### config.mk
export PLATFORM = sky130hd
export DESIGN_NAME = preconnect_boost_duty_clamp_unit
export DESIGN_NICKNAME = d
export VERILOG_FILES = /design/src/hw/rtl/pcbdc_pkg.sv /design/src/hw/rtl/preconnect_boost_duty_clamp_unit.sv /design/src/hw/rtl/pcbdc_div.sv
export SDC_FILE = /design/constraint.sdc
export NUM_CORES = 2
export LEC_CHECK = 0
export ABC_AREA = 1
export BUFFER_PORTS_ARGS = -buffer_cell sky130_fd_sc_hd__buf_2
export CORE_ASPECT_RATIO = 1.2
export CORE_MARGIN = 2
export CORE_UTILIZATION = 58
export CTS_CLUSTER_SIZE = 12
export DETAILED_ROUTE_END_ITERATION = 8
export HOLD_SLACK_MARGIN = 0.12
export PLACE_DENSITY_LB_ADDON = 0.05
export SLEW_MARGIN = 5
export SYNTH_ARGS = -nofsm -noshare
export SYNTH_HDL_FRONTEND = slang
export SYNTH_SLANG_ARGS = --single-unit
### constraint.sdc
create_clock -name clk -period 37.6 [get_ports clk]
set_input_delay 0 -clock clk [delete_from_list [all_inputs] [get_ports clk]]
set_output_delay 0 -clock clk [all_outputs]
set_load 0.01 [all_outputs]
### src/hw/rtl/pcbdc_pkg.sv
// ----------------------------------------------------------------------------
// pcbdc_pkg - shared types and constants for the preconnect duty clamp
// Register indexes, field widths and the sideband record that travels through
// the divider pipeline next to each sample.
// ----------------------------------------------------------------------------
package pcbdc_pkg;

	// default full-scale duty, hundredths of a percent
	localparam int DUTY_FULL_SCALE = 10000;

	// field widths
	localparam int MV_W     = 16;
	localparam int DUTY_W   = 16;
	localparam int CFGD_W   = 14;
	localparam int COUNT_W  = 2;
	localparam int IDX_W    = 3;
	localparam int CFG_W    = 16;
	// width of duty bounds plus headroom before capping
	localparam int BOUND_W  = CFGD_W + 1;

	// configuration register indexes
	typedef enum logic [IDX_W-1:0] {
		REG_TARGET_MV      = 3'd0,
		REG_PRECONNECT_EN  = 3'd1,
		REG_DUTY_MIN       = 3'd2,
		REG_DUTY_MAX       = 3'd3,
		REG_HEADROOM       = 3'd4,
		REG_COAST_MARGIN   = 3'd5
	} reg_idx_t;

	// per-sample record carried alongside the division
	typedef struct packed {
		logic                     no_ideal;   // vin or target zero, or vin >= target
		logic                     coast;      // vout at or above target plus margin
		logic signed [DUTY_W-1:0] duty;       // proposed loop duty
	} side_t;

endpackage

### src/hw/rtl/preconnect_boost_duty_clamp_unit.sv
// ----------------------------------------------------------------------------
// preconnect_boost_duty_clamp_unit - preconnect floor and ceiling duty clamp
// Usage:
//   Samples arrive on the s_ stream; each gives exactly one result on the m_
//   stream, in order. While preconnect is enabled the loop duty is raised to a
//   floor and lowered to a ceiling, both derived from the ideal boost duty
//   (target - vin) * full scale / target; otherwise it passes unchanged.
//   decay_count says how many clamps fired (0 to 2).
//   Configuration is a plain write port (cfg_wr_en, cfg_index, cfg_data). The
//   user must write it only while no sample is in flight; the block does not enforce this.
// Pipeline:
//   One input stage, one multiply stage, one divider stage per quotient bit,
//   one bound stage and the output register. A new sample is taken every
//   cycle while the result stream is not stalled.
// Reset:
//   arst_n empties the pipeline and loads the register defaults.
// Stall:
//   When m_tready is low with a result waiting, the whole pipeline holds and
//   s_tready drops; nothing is lost or repeated.
// ----------------------------------------------------------------------------
module preconnect_boost_duty_clamp_unit #(
	parameter int DUTY_FULL_SCALE = pcbdc_pkg::DUTY_FULL_SCALE
) (
	input  logic                              clk,
	input  logic                              arst_n,
	// sample stream
	input  logic                              s_tvalid,
	output logic                              s_tready,
	input  logic [47:0]                       s_tdata,  // vin_mv, vout_mv, proposed_duty
	// result stream
	output logic                              m_tvalid,
	input  logic                              m_tready,
	output logic [23:0]                       m_tdata,  // limited_duty, decay_count, zero pad
	// configuration writes
	input  logic                              cfg_wr_en,
	input  logic [pcbdc_pkg::IDX_W-1:0]       cfg_index,
	input  logic [pcbdc_pkg::CFG_W-1:0]       cfg_data
);

	localparam int MV_W   = pcbdc_pkg::MV_W;
	localparam int DUTY_W = pcbdc_pkg::DUTY_W;
	localparam int CD_W   = pcbdc_pkg::CFGD_W;
	localparam int BW     = pcbdc_pkg::BOUND_W;
	localparam int CNT_W  = pcbdc_pkg::COUNT_W;
	localparam int QW     = $clog2(DUTY_FULL_SCALE);
	localparam int NW     = MV_W + $clog2(DUTY_FULL_SCALE + 1);
	localparam logic [NW-1:0] FS_W = NW'(DUTY_FULL_SCALE);

	// clamp v into [lo, hi], lower bound tested first
	function automatic logic [BW-1:0] range_clamp(input logic [BW-1:0] v,
		input logic [BW-1:0] lo, input logic [BW-1:0] hi);
		logic [BW-1:0] r;
		if (v < lo) begin
			r = lo;
		end else if (v > hi) begin
			r = hi;
		end else begin
			r = v;
		end
		return r;
	endfunction

	// configuration registers
	logic [MV_W-1:0] target_q;
	logic            enable_q;
	logic [CD_W-1:0] min_q;
	logic [CD_W-1:0] max_q;
	logic [CD_W-1:0] head_q;
	logic [MV_W-1:0] margin_q;

	// pipeline control
	logic en;
	logic out_vld_q;

	// stage 1: flags and difference
	logic                     vld_s1;
	logic [MV_W-1:0]          diff_s1;
	pcbdc_pkg::side_t         side_s1;

	// stage 2: numerator
	logic                     vld_s2;
	logic [NW-1:0]            num_s2;
	pcbdc_pkg::side_t         side_s2;

	// divider output
	logic                     vld_sd;
	logic [QW-1:0]            quo_sd;
	pcbdc_pkg::side_t         side_sd;

	// stage 3: bounds
	logic                     vld_s3;
	logic [BW-1:0]            lo_s3;
	logic [BW-1:0]            hi_s3;
	logic signed [DUTY_W-1:0] duty_s3;

	// output register
	logic signed [DUTY_W-1:0] duty_q;
	logic [CNT_W-1:0]         count_q;

	// input field views
	logic [MV_W-1:0]          vin;
	logic [MV_W-1:0]          vout;
	logic signed [DUTY_W-1:0] pduty;

	assign vin   = s_tdata[15:0];
	assign vout  = s_tdata[31:16];
	assign pduty = signed'(s_tdata[47:32]);

	// whole pipeline advances unless a result is held
	assign en       = !out_vld_q || m_tready;
	assign s_tready = en;

	// write configuration registers
	always_ff @(posedge clk or negedge arst_n) begin
		if (!arst_n) begin
			target_q <= '0;
			enable_q <= 1'b0;
			min_q    <= CD_W'(200);
			max_q    <= CD_W'(9000);
			head_q   <= '0;
			margin_q <= '0;
		end else if (cfg_wr_en) begin
			unique case (pcbdc_pkg::reg_idx_t'(cfg_index))
				pcbdc_pkg::REG_TARGET_MV:     target_q <= cfg_data[MV_W-1:0];
				pcbdc_pkg::REG_PRECONNECT_EN: enable_q <= cfg_data[0];
				pcbdc_pkg::REG_DUTY_MIN:      min_q    <= cfg_data[CD_W-1:0];
				pcbdc_pkg::REG_DUTY_MAX:      max_q    <= cfg_data[CD_W-1:0];
				pcbdc_pkg::REG_HEADROOM:      head_q   <= cfg_data[CD_W-1:0];
				pcbdc_pkg::REG_COAST_MARGIN:  margin_q <= cfg_data[MV_W-1:0];
				default: ;
			endcase
		end
	end

	// valid bits of the local stages
	always_ff @(posedge clk or negedge arst_n) begin
		if (!arst_n) begin
			vld_s1    <= 1'b0;
			vld_s2    <= 1'b0;
			vld_s3    <= 1'b0;
			out_vld_q <= 1'b0;
		end else if (en) begin
			vld_s1    <= s_tvalid;
			vld_s2    <= vld_s1;
			vld_s3    <= vld_sd;
			out_vld_q <= vld_s3;
		end
	end

	// stage 1: classify the sample and form target - vin
	always_ff @(posedge clk) begin
		if (en) begin
			diff_s1          <= target_q - vin;
			side_s1.no_ideal <= (vin == '0) || (target_q == '0) || (vin >= target_q);
			side_s1.coast    <= {1'b0, vout} >= ({1'b0, target_q} + {1'b0, margin_q});
			side_s1.duty     <= pduty;
		end
	end

	// stage 2: scale the difference by full scale
	always_ff @(posedge clk) begin
		if (en) begin
			num_s2  <= NW'(diff_s1) * FS_W;
			side_s2 <= side_s1;
		end
	end

	pcbdc_div #(
		.NW (NW),
		.QW (QW)
	) u_div (
		.clk      (clk),
		.arst_n   (arst_n),
		.en       (en),
		.in_vld   (vld_s2),
		.in_num   (num_s2),
		.in_dvs   (target_q),
		.in_side  (side_s2),
		.out_vld  (vld_sd),
		.out_quo  (quo_sd),
		.out_side (side_sd)
	);

	// stage 3: floor and ceiling from the ideal duty
	logic [BW-1:0] ideal;
	logic [BW-1:0] min_w;
	logic [BW-1:0] max_w;
	logic [BW-1:0] boosted;
	logic [BW-1:0] capped;
	logic [BW-1:0] lo_d;
	logic [BW-1:0] hi_d;

	always_comb begin
		ideal   = BW'(quo_sd);
		min_w   = BW'(min_q);
		max_w   = BW'(max_q);
		boosted = ideal + BW'(head_q);
		capped  = (boosted > max_w) ? max_w : boosted;
		if (side_sd.no_ideal || side_sd.coast) begin
			lo_d = min_w;
		end else begin
			lo_d = range_clamp(ideal, min_w, max_w);
		end
		if (side_sd.no_ideal) begin
			hi_d = max_w;
		end else begin
			hi_d = range_clamp(capped, min_w, max_w);
		end
	end

	always_ff @(posedge clk) begin
		if (en) begin
			lo_s3   <= lo_d;
			hi_s3   <= hi_d;
			duty_s3 <= side_sd.duty;
		end
	end

	// stage 4: apply floor then ceiling, count the clamps
	logic signed [DUTY_W-1:0] lo_sg;
	logic signed [DUTY_W-1:0] hi_sg;
	logic signed [DUTY_W-1:0] after_lo;
	logic signed [DUTY_W-1:0] after_hi;
	logic                     lo_hit;
	logic                     hi_hit;

	always_comb begin
		lo_sg    = signed'(DUTY_W'(lo_s3));
		hi_sg    = signed'(DUTY_W'(hi_s3));
		lo_hit   = enable_q && (duty_s3 < lo_sg);
		after_lo = lo_hit ? lo_sg : duty_s3;
		hi_hit   = enable_q && (after_lo > hi_sg);
		after_hi = hi_hit ? hi_sg : after_lo;
	end

	always_ff @(posedge clk) begin
		if (en) begin
			duty_q  <= after_hi;
			count_q <= CNT_W'(lo_hit) + CNT_W'(hi_hit);
		end
	end

	assign m_tvalid = out_vld_q;
	assign m_tdata  = {6'b0, count_q, duty_q};

	// at most two clamps can fire
	a_count_max: assert property (@(posedge clk) disable iff (!arst_n)
		out_vld_q |-> count_q != 2'd3)
		else $error("decay count out of range");

	// an accepted sample always enters the first stage
	a_enter: assert property (@(posedge clk) disable iff (!arst_n)
		s_tvalid && s_tready |=> vld_s1)
		else $error("accepted sample not captured");

	// a stalled result stays valid and unchanged
	a_hold_result: assert property (@(posedge clk) disable iff (!arst_n)
		m_tvalid && !m_tready |=> m_tvalid && $stable(m_tdata))
		else $error("result changed while stalled");

endmodule

### src/hw/rtl/pcbdc_div.sv
// ----------------------------------------------------------------------------
// pcbdc_div - pipelined restoring divider
// One quotient bit per register stage, most significant first. The quotient
// must fit in QW bits; the caller guarantees numerator < divisor << QW.
// ----------------------------------------------------------------------------
module pcbdc_div #(
	parameter int NW = 30,
	parameter int QW = 14
) (
	input  logic                            clk,
	input  logic                            arst_n,
	input  logic                            en,
	input  logic                            in_vld,
	input  logic [NW-1:0]                   in_num,
	input  logic [pcbdc_pkg::MV_W-1:0]      in_dvs,
	input  pcbdc_pkg::side_t                in_side,
	output logic                            out_vld,
	output logic [QW-1:0]                   out_quo,
	output pcbdc_pkg::side_t                out_side
);

	localparam int DW = pcbdc_pkg::MV_W;

	// stage registers, one entry per quotient bit
	logic [NW-1:0]          rem_s  [QW];
	logic [QW-1:0]          quo_s  [QW];
	logic [DW-1:0]          dvs_s  [QW];
	pcbdc_pkg::side_t       side_s [QW];
	logic [QW-1:0]          vld_s;

	for (genvar i = 0; i < QW; i++) begin : g_stage
		localparam int SH = QW - 1 - i;

		logic [NW-1:0]    cur_rem;
		logic [QW-1:0]    cur_quo;
		logic [DW-1:0]    cur_dvs;
		pcbdc_pkg::side_t cur_side;
		logic             cur_vld;
		logic [NW:0]      trial;
		logic             fits;

		// pick the previous stage, or the ports for the first one
		if (i == 0) begin : g_first
			assign cur_rem  = in_num;
			assign cur_quo  = '0;
			assign cur_dvs  = in_dvs;
			assign cur_side = in_side;
			assign cur_vld  = in_vld;
		end else begin : g_next
			assign cur_rem  = rem_s[i-1];
			assign cur_quo  = quo_s[i-1];
			assign cur_dvs  = dvs_s[i-1];
			assign cur_side = side_s[i-1];
			assign cur_vld  = vld_s[i-1];
		end

		// compare the remainder against the shifted divisor
		assign trial = {{(NW+1-DW){1'b0}}, cur_dvs} << SH;
		assign fits  = {1'b0, cur_rem} >= trial;

		// advance the valid bit
		always_ff @(posedge clk or negedge arst_n) begin
			if (!arst_n) begin
				vld_s[i] <= 1'b0;
			end else if (en) begin
				vld_s[i] <= cur_vld;
			end
		end

		// subtract when the divisor fits and set the quotient bit
		always_ff @(posedge clk) begin
			if (en) begin
				rem_s[i]  <= fits ? NW'({1'b0, cur_rem} - trial) : cur_rem;
				quo_s[i]  <= cur_quo | (fits ? (QW'(1) << SH) : '0);
				dvs_s[i]  <= cur_dvs;
				side_s[i] <= cur_side;
			end
		end
	end

	assign out_vld  = vld_s[QW-1];
	assign out_quo  = quo_s[QW-1];
	assign out_side = side_s[QW-1];

	// a stalled pipeline keeps every valid bit
	a_hold_vld: assert property (@(posedge clk) disable iff (!arst_n)
		!en |=> $stable(vld_s))
		else $error("divider valid bits moved during stall");

	// a finished division leaves a remainder below the divisor
	a_rem_low: assert property (@(posedge clk) disable iff (!arst_n)
		vld_s[QW-1] && !side_s[QW-1].no_ideal |->
			rem_s[QW-1] < NW'(dvs_s[QW-1]))
		else $error("divider remainder not below divisor");

	// a stalled quotient stays in place
	a_hold_quo: assert property (@(posedge clk) disable iff (!arst_n)
		vld_s[QW-1] && !en |=> vld_s[QW-1] && $stable(quo_s[QW-1]))
		else $error("divider quotient moved during stall");

endmodule
; ---- After elaboration in Yosys (flattened, before gate mapping)
; Memories as Yosys holds them, arrays and structs flattened.
; Index checks and enable logic that the tools add are counted.
[word_totals]
regBits = 235
latch_bits = 0
mem_bits_rw = 1092
romBits = 0
elab_cells = 161
mem_count = 4
[op_classes]
add_sub_neg = 18
multipliers = 1
div = 0
n_lt_le_gt_ge = 23
eq_ne = 5
shifts = 0
muxes = 39
bitwise_logic = 13
n_reduce_logical = 18
[memory_table]
columns = memory, words, width, rd, rd_ports_with_merged_regs, write_ports, line_no
row1 = u_div.rem_s, 14, 30, 13, 0, 14, pcbdc_div.sv:25  ; logic [NW-1:0] rem_s [QW];
row2 = u_div.side_s, 14, 18, 14, 0, 14, pcbdc_div.sv:28  ; pcbdc_pkg::side_t side_s [QW];
row3 = u_div.dvs_s, 14, 16, 13, 0, 14, pcbdc_div.sv:27  ; logic [DW-1:0] dvs_s [QW];
row4 = u_div.quo_s, 14, 14, 14, 0, 14, pcbdc_div.sv:26  ; logic [QW-1:0] quo_s [QW];
[op_table]
columns = cell, count
row1 = $mux 30, 14
row2 = $or 14x14->14, 13
row3 = $mux 14, 7
row4 = $logic_not 16->1, 2
row5 = $ge 30x16->1, 1
row6 = $ge 30x17->1, 1
row7 = $ge 30x18->1, 1
row8 = $ge 30x19->1, 1
row9 = $ge 30x20->1, 1
row10 = $ge 30x21->1, 1
row11 = $ge 30x22->1, 1
row12 = $ge 30x23->1, 1
row13 = $ge 30x24->1, 1
row14 = $ge 30x25->1, 1
row15 = $ge 30x26->1, 1
row16 = $ge 30x27->1, 1
row17 = $ge 30x28->1, 1
row18 = $ge 30x29->1, 1
row19 = $gt 15x14->1, 2
row20 = $mux 15, 2
row21 = $sub 30x16->30, 1
row22 = $sub 30x17->30, 1
row23 = $sub 30x18->30, 1
row24 = $sub 30x19->30, 1
row25 = other kinds (46), 59

; ---- Depth between registers and ports, before layout
; An unclocked memory read counts as a cell.
[logic_depth]
word_depth = 8
mapped_depth = 38

; ---- Cells and area by module
; From an unflattened synthesis, not the netlist that was laid out.
[unflattened]
hier_cells = 7678
hier_area_um2 = 67962.7
[by_module_without_submodules]
columns = module, n_inst, cells_per_inst, area_each_um2, seq_area_each_um2
row1 = pcbdc_div, 1, 5991, 52338.9, 29027.8
row2 = preconnect_boost_duty_clamp_unit, 1, 1687, 15623.7, 6221.0

; ---- Least setup slack after synthesis
; No wires, ideal clock.
[synth_path]
path_kind = flip-flop to flip-flop
from = register out_vld_q, in the netlist m_tvalid
to = register u_div.vld_s[9], in the netlist u_div.g_stage[10].cur_vld
setup_time_ns = 1.249
arrival_time_ns = 29.935
required_ns = 36.351
path_slack_ns = 6.416
stages_incl_launch_ff = 4
path_buffers = 1
period_less_slack_ns = 31.184
path_cell_list = dfrtp_1 -> nand2_1 -> buf_1 -> a21oi_1
[synth_between]
elab_chain_len = 2
[synth_lines]
columns = item, line_no
row1 = start: declaration, preconnect_boost_duty_clamp_unit.sv:73  ; logic out_vld_q;
row2 = start signal: assignment, preconnect_boost_duty_clamp_unit.sv:146  ; out_vld_q <= vld_s3;
row3 = $logic_not 1->1, preconnect_boost_duty_clamp_unit.sv:110  ; assign en = !out_vld_q || m_tready;
row4 = $logic_or 1x1->1, preconnect_boost_duty_clamp_unit.sv:110
row5 = via s_tready, preconnect_boost_duty_clamp_unit.sv:28  ; output logic s_tready,
row6 = end signal: indexed assignment, pcbdc_div.sv:66  ; vld_s[i] <= cur_vld;
row7 = end: declaration, pcbdc_div.sv:29  ; logic [QW-1:0] vld_s;
; The timed path passes the listed nets, and every way through them passes these cells.
; A chain may end at the register's enable or synchronous reset.

; ---- Worst setup path in the final report
[layout_path]
from = register head_q[0]
to = register hi_s3[10] (data pin)
[layout_between]
elab_chain_len = 7
[layout_lines]
columns = item, line_no
row1 = start: declaration, preconnect_boost_duty_clamp_unit.sv:68  ; logic [CD_W-1:0] head_q;
row2 = start signal: assignment, preconnect_boost_duty_clamp_unit.sv:128  ; pcbdc_pkg::REG_HEADROOM: head_q <= cfg_data[CD_W-1:0];
row3 = $add 14x14->15 (*), preconnect_boost_duty_clamp_unit.sv:197  ; boosted = ideal + BW'(head_q);
row4 = $gt 15x14->1, preconnect_boost_duty_clamp_unit.sv:198  ; capped = (boosted > max_w) ? max_w : boosted;
row5 = $mux 15 (*), preconnect_boost_duty_clamp_unit.sv:198
row6 = $gt 15x14->1, preconnect_boost_duty_clamp_unit.sv:55  ; end else if (v > hi) begin
row7 = $mux 14, preconnect_boost_duty_clamp_unit.sv:55
row8 = $mux 14 (*), preconnect_boost_duty_clamp_unit.sv:53  ; if (v < lo) begin
row9 = $mux 14 (*), preconnect_boost_duty_clamp_unit.sv:204  ; if (side_sd.no_ideal) begin
row10 = via hi_d[10], preconnect_boost_duty_clamp_unit.sv:191  ; logic [BW-1:0] hi_d;
row11 = end signal: assignment, preconnect_boost_duty_clamp_unit.sv:214  ; hi_s3 <= hi_d;
row12 = end: declaration, preconnect_boost_duty_clamp_unit.sv:93  ; logic [BW-1:0] hi_s3;
; The timed path passes the listed nets; every way through them passes the cells marked *.

==> impl_metrics.csv <==
group,metric,value,unit
clock_network,cts_buffer_depth,3,
sta,hold_violations,0,
final_layout,area_growth,10.52,%
final_layout,layout_common_cells,"edfxtp_1 (1,050), nand2_1 (881), inv_1 (711)",
setup_path,crit_start,"head_q[0]$_DFFE_PN0P_",
placement,hpwlAfterDp,91.22,mm
clock_network,clk_latency,0.69,ns
clock_network,cts_buffers,115,
sta,max_freq,163.9,MHz
yosys,synth_ff_type,"edfxtp_1",
yosys,synth_top_cell_area_share,53.82,%
sta,min_period_over_period,16.23,%
clock_network,root_buffer,"clkbuf_16",
setup_path,cp.buffers_inverters,5,
yosys,async_flop_share,8.136,%
yosys,synth_edf_count,1050,
sta,worst_slack,31.50,ns
global_route,grt.overflow.total,0,
die,rows,127,
yosys,synth.cell_area,58580,sq um
route,drt_iter0_markers,2374,
yosys,ys_warn_count,0,
yosys,avgSynthCellArea,11.00,sq um
route,drt_pass1_iterations,6,
setup_path,crit_top_cell,"nand2_1",
yosys,yosysTopAreaCell,"edfxtp_1",
status,outcome,"finished clean",
sta,setup_violations,0,
route,drt.antenna.violating_nets,0,
placement,port_buffers,91,
setup_path,start_kind,"flip-flop",
die,die_y,352.2,um
setup_path,cpPeakStageDelay,0.49,ns
die,core_area,100100,sq um
final_layout,final_common_cell,"edfxtp_1",
clock_network,cts_tree,"yes",
route,avgRoutedWirePerCell,17.70,um
sta,tightest_slew,1.125,ns
die,io_pins,98,
yosys,synth_cell_types,73,
die,dieArea,103600,sq um
route,drt_wl_total,122.7,mm
sta,slew_headroom,24.97,%
setup_path,path_max_fanout,24,
global_route,grt_max_degree,198,
global_route,grt_pass1_wl,195.4,mm
setup_path,timing.rr.start,"head_q[0]$_DFFE_PN0P_",
job,maxCapViolCount,0,
clock_network,h-tree-depth,3,
route,drc,0,
hold_path,hp-class,"primary input to asynchronous set/reset pin",
route,dr_total_vias,37660,
setup_path,cp_data_arrival_time,6.53,ns
final_layout,fin_util,64.68,%
global_route,grt_util_all_layers,23.99,%
setup_path,crit_slowest_cell,"inv_1",
setup_path,required,38.03,ns
placement,pre_cts_ws,31.50,ns
final_layout,fillerInstances,7917,
global_route,antenna_found_initial,1,
setup_path,worst_path_dominant_cell_family,"simple AND/OR/NAND/NOR gates",
die,initial_core_util,58.52,%
yosys,synth-seq-area-share,57.81,%
sta,clock_skew,0.02635,ns
setup_path,worstSetupEndpointType,"flip-flop",
final_layout,drive_gt1_share,6.151,%
sta,drv_slew,0,
die,die_w,294.1,um
yosys,syn_inst,5327,
yosys,synth_area_leaders,"edfxtp_1 (54%), ha_1 (9.7%), nand2_1 (5.7%)",
clock_network,clkTransAtPathRegs,0.06,ns
route,routed_via_density,5.433,
sta,whs,0.1582,ns
setup_path,worstSetupPathType,"flip-flop to flip-flop",
final_layout,layout.nets,6140,
clock_network,clock_sinks,1143,
global_route,grt_pass1_vias,37080,
sta,rsz0062_at_grt,"false",
sta,final.setup.tns,0,ns
yosys,ys_seq_elements,1143,
clock_network,cts_setup_buffers,0,
placement,routabilityCongestion,0.9132,
sta,fin_crit,6.101,ns
layer usage:
layer	vias up	wire, um	GRT usage [%]
met5	-	13	0
met1	17800	52330	30.76
met4	2	4258	8.633
met2	671	61720	41.87
li1	18960	-	-
met3	228	4408	2.924
repair_timing:
item / CTS / global route
resized for setup: 0 / 0
hold buffers: 85 / 0
hold endpoints to repair: 195 / 0
worst min-delay path: cells and delay by family:
family,cells,cell delay (ns)
buf+inv,3,1.41
cells in the mapped netlist, types with 15 or more instances:
cell type / instances
buf_2: 28
nor4_1: 38
nand3_1: 129
o21ai_2: 17
nand2_1: 882
xor2_1: 166
a31oi_1: 28
nand4_1: 58
edfxtp_1: 1050
xnor2_1: 143
o21ai_1: 38
fa_1: 51
a21o_1: 15
nor3_1: 56
nor2_1: 344
a21oi_1: 371
clkbuf_1: 32
o211ai_1: 18
ha_1: 452
o21ai_0: 414
inv_1: 711
o21a_1: 16
dfrtp_1: 85
worst paths after layout:
check                                                end  slack (ns)  cells after the start
hold / removal                   margin_q[9]$_DFFE_PN0P_        0.16                      3
setup reg to reg                     hi_s3[10]$_DFFE_PP_       31.50                     30
hold reg to reg            u_div.side_s[6][14]$_DFFE_PP_        0.41                      0
max in group asynchronous       margin_q[11]$_DFFE_PN0P_       36.55                      3
setup / recovery                     hi_s3[10]$_DFFE_PP_       31.50                     30
min in group clk                target_q[12]$_DFFE_PN0P_        0.29                      4
stage by stage:
stage                     instance area [sq um]  instances
after floorplan                           58610       5333
after global routing                      64750       6931
after global placement                    60440       6653
after CTS                                 64750       6931
final                                     64750       6932
after detailed placement                  60440       6653
sequential cells by signal, summed over array words and instances (netlist names), 18 cells and up:
name	count
u_div.rem_s	344
u_div.side_s	252
u_div.dvs_s	208
u_div.quo_s	105
num_s2	26
side_s1	18
side_s2	18
layout make-up:
cell class	instances	area [sq um]	area share, %
tap	1290	1614	2.493
multi-input combinational	3394	21640	33.42
clock buffer	160	3193	4.931
sequential	1143	33870	52.31
antenna	1	2.502	0.003865
clock inverter	33	257.7	0.3981
timing repair buffer	195	1489	2.300
inverter	716	2689	4.153
cells by family after synthesis:
family	Yosys count	synth area share, %
compound gates	1011	9.645
xor+xnor	309	4.620
fa+ha+maj	503	11.40
buf+inv	796	5.309
flops	1143	57.81
mux	5	0.09610
other cells	1	0.006401
simple gates	1559	11.12
Power is not shown: default switching activity piles up to over one toggle a cycle in this logic, so the estimate is an artifact.
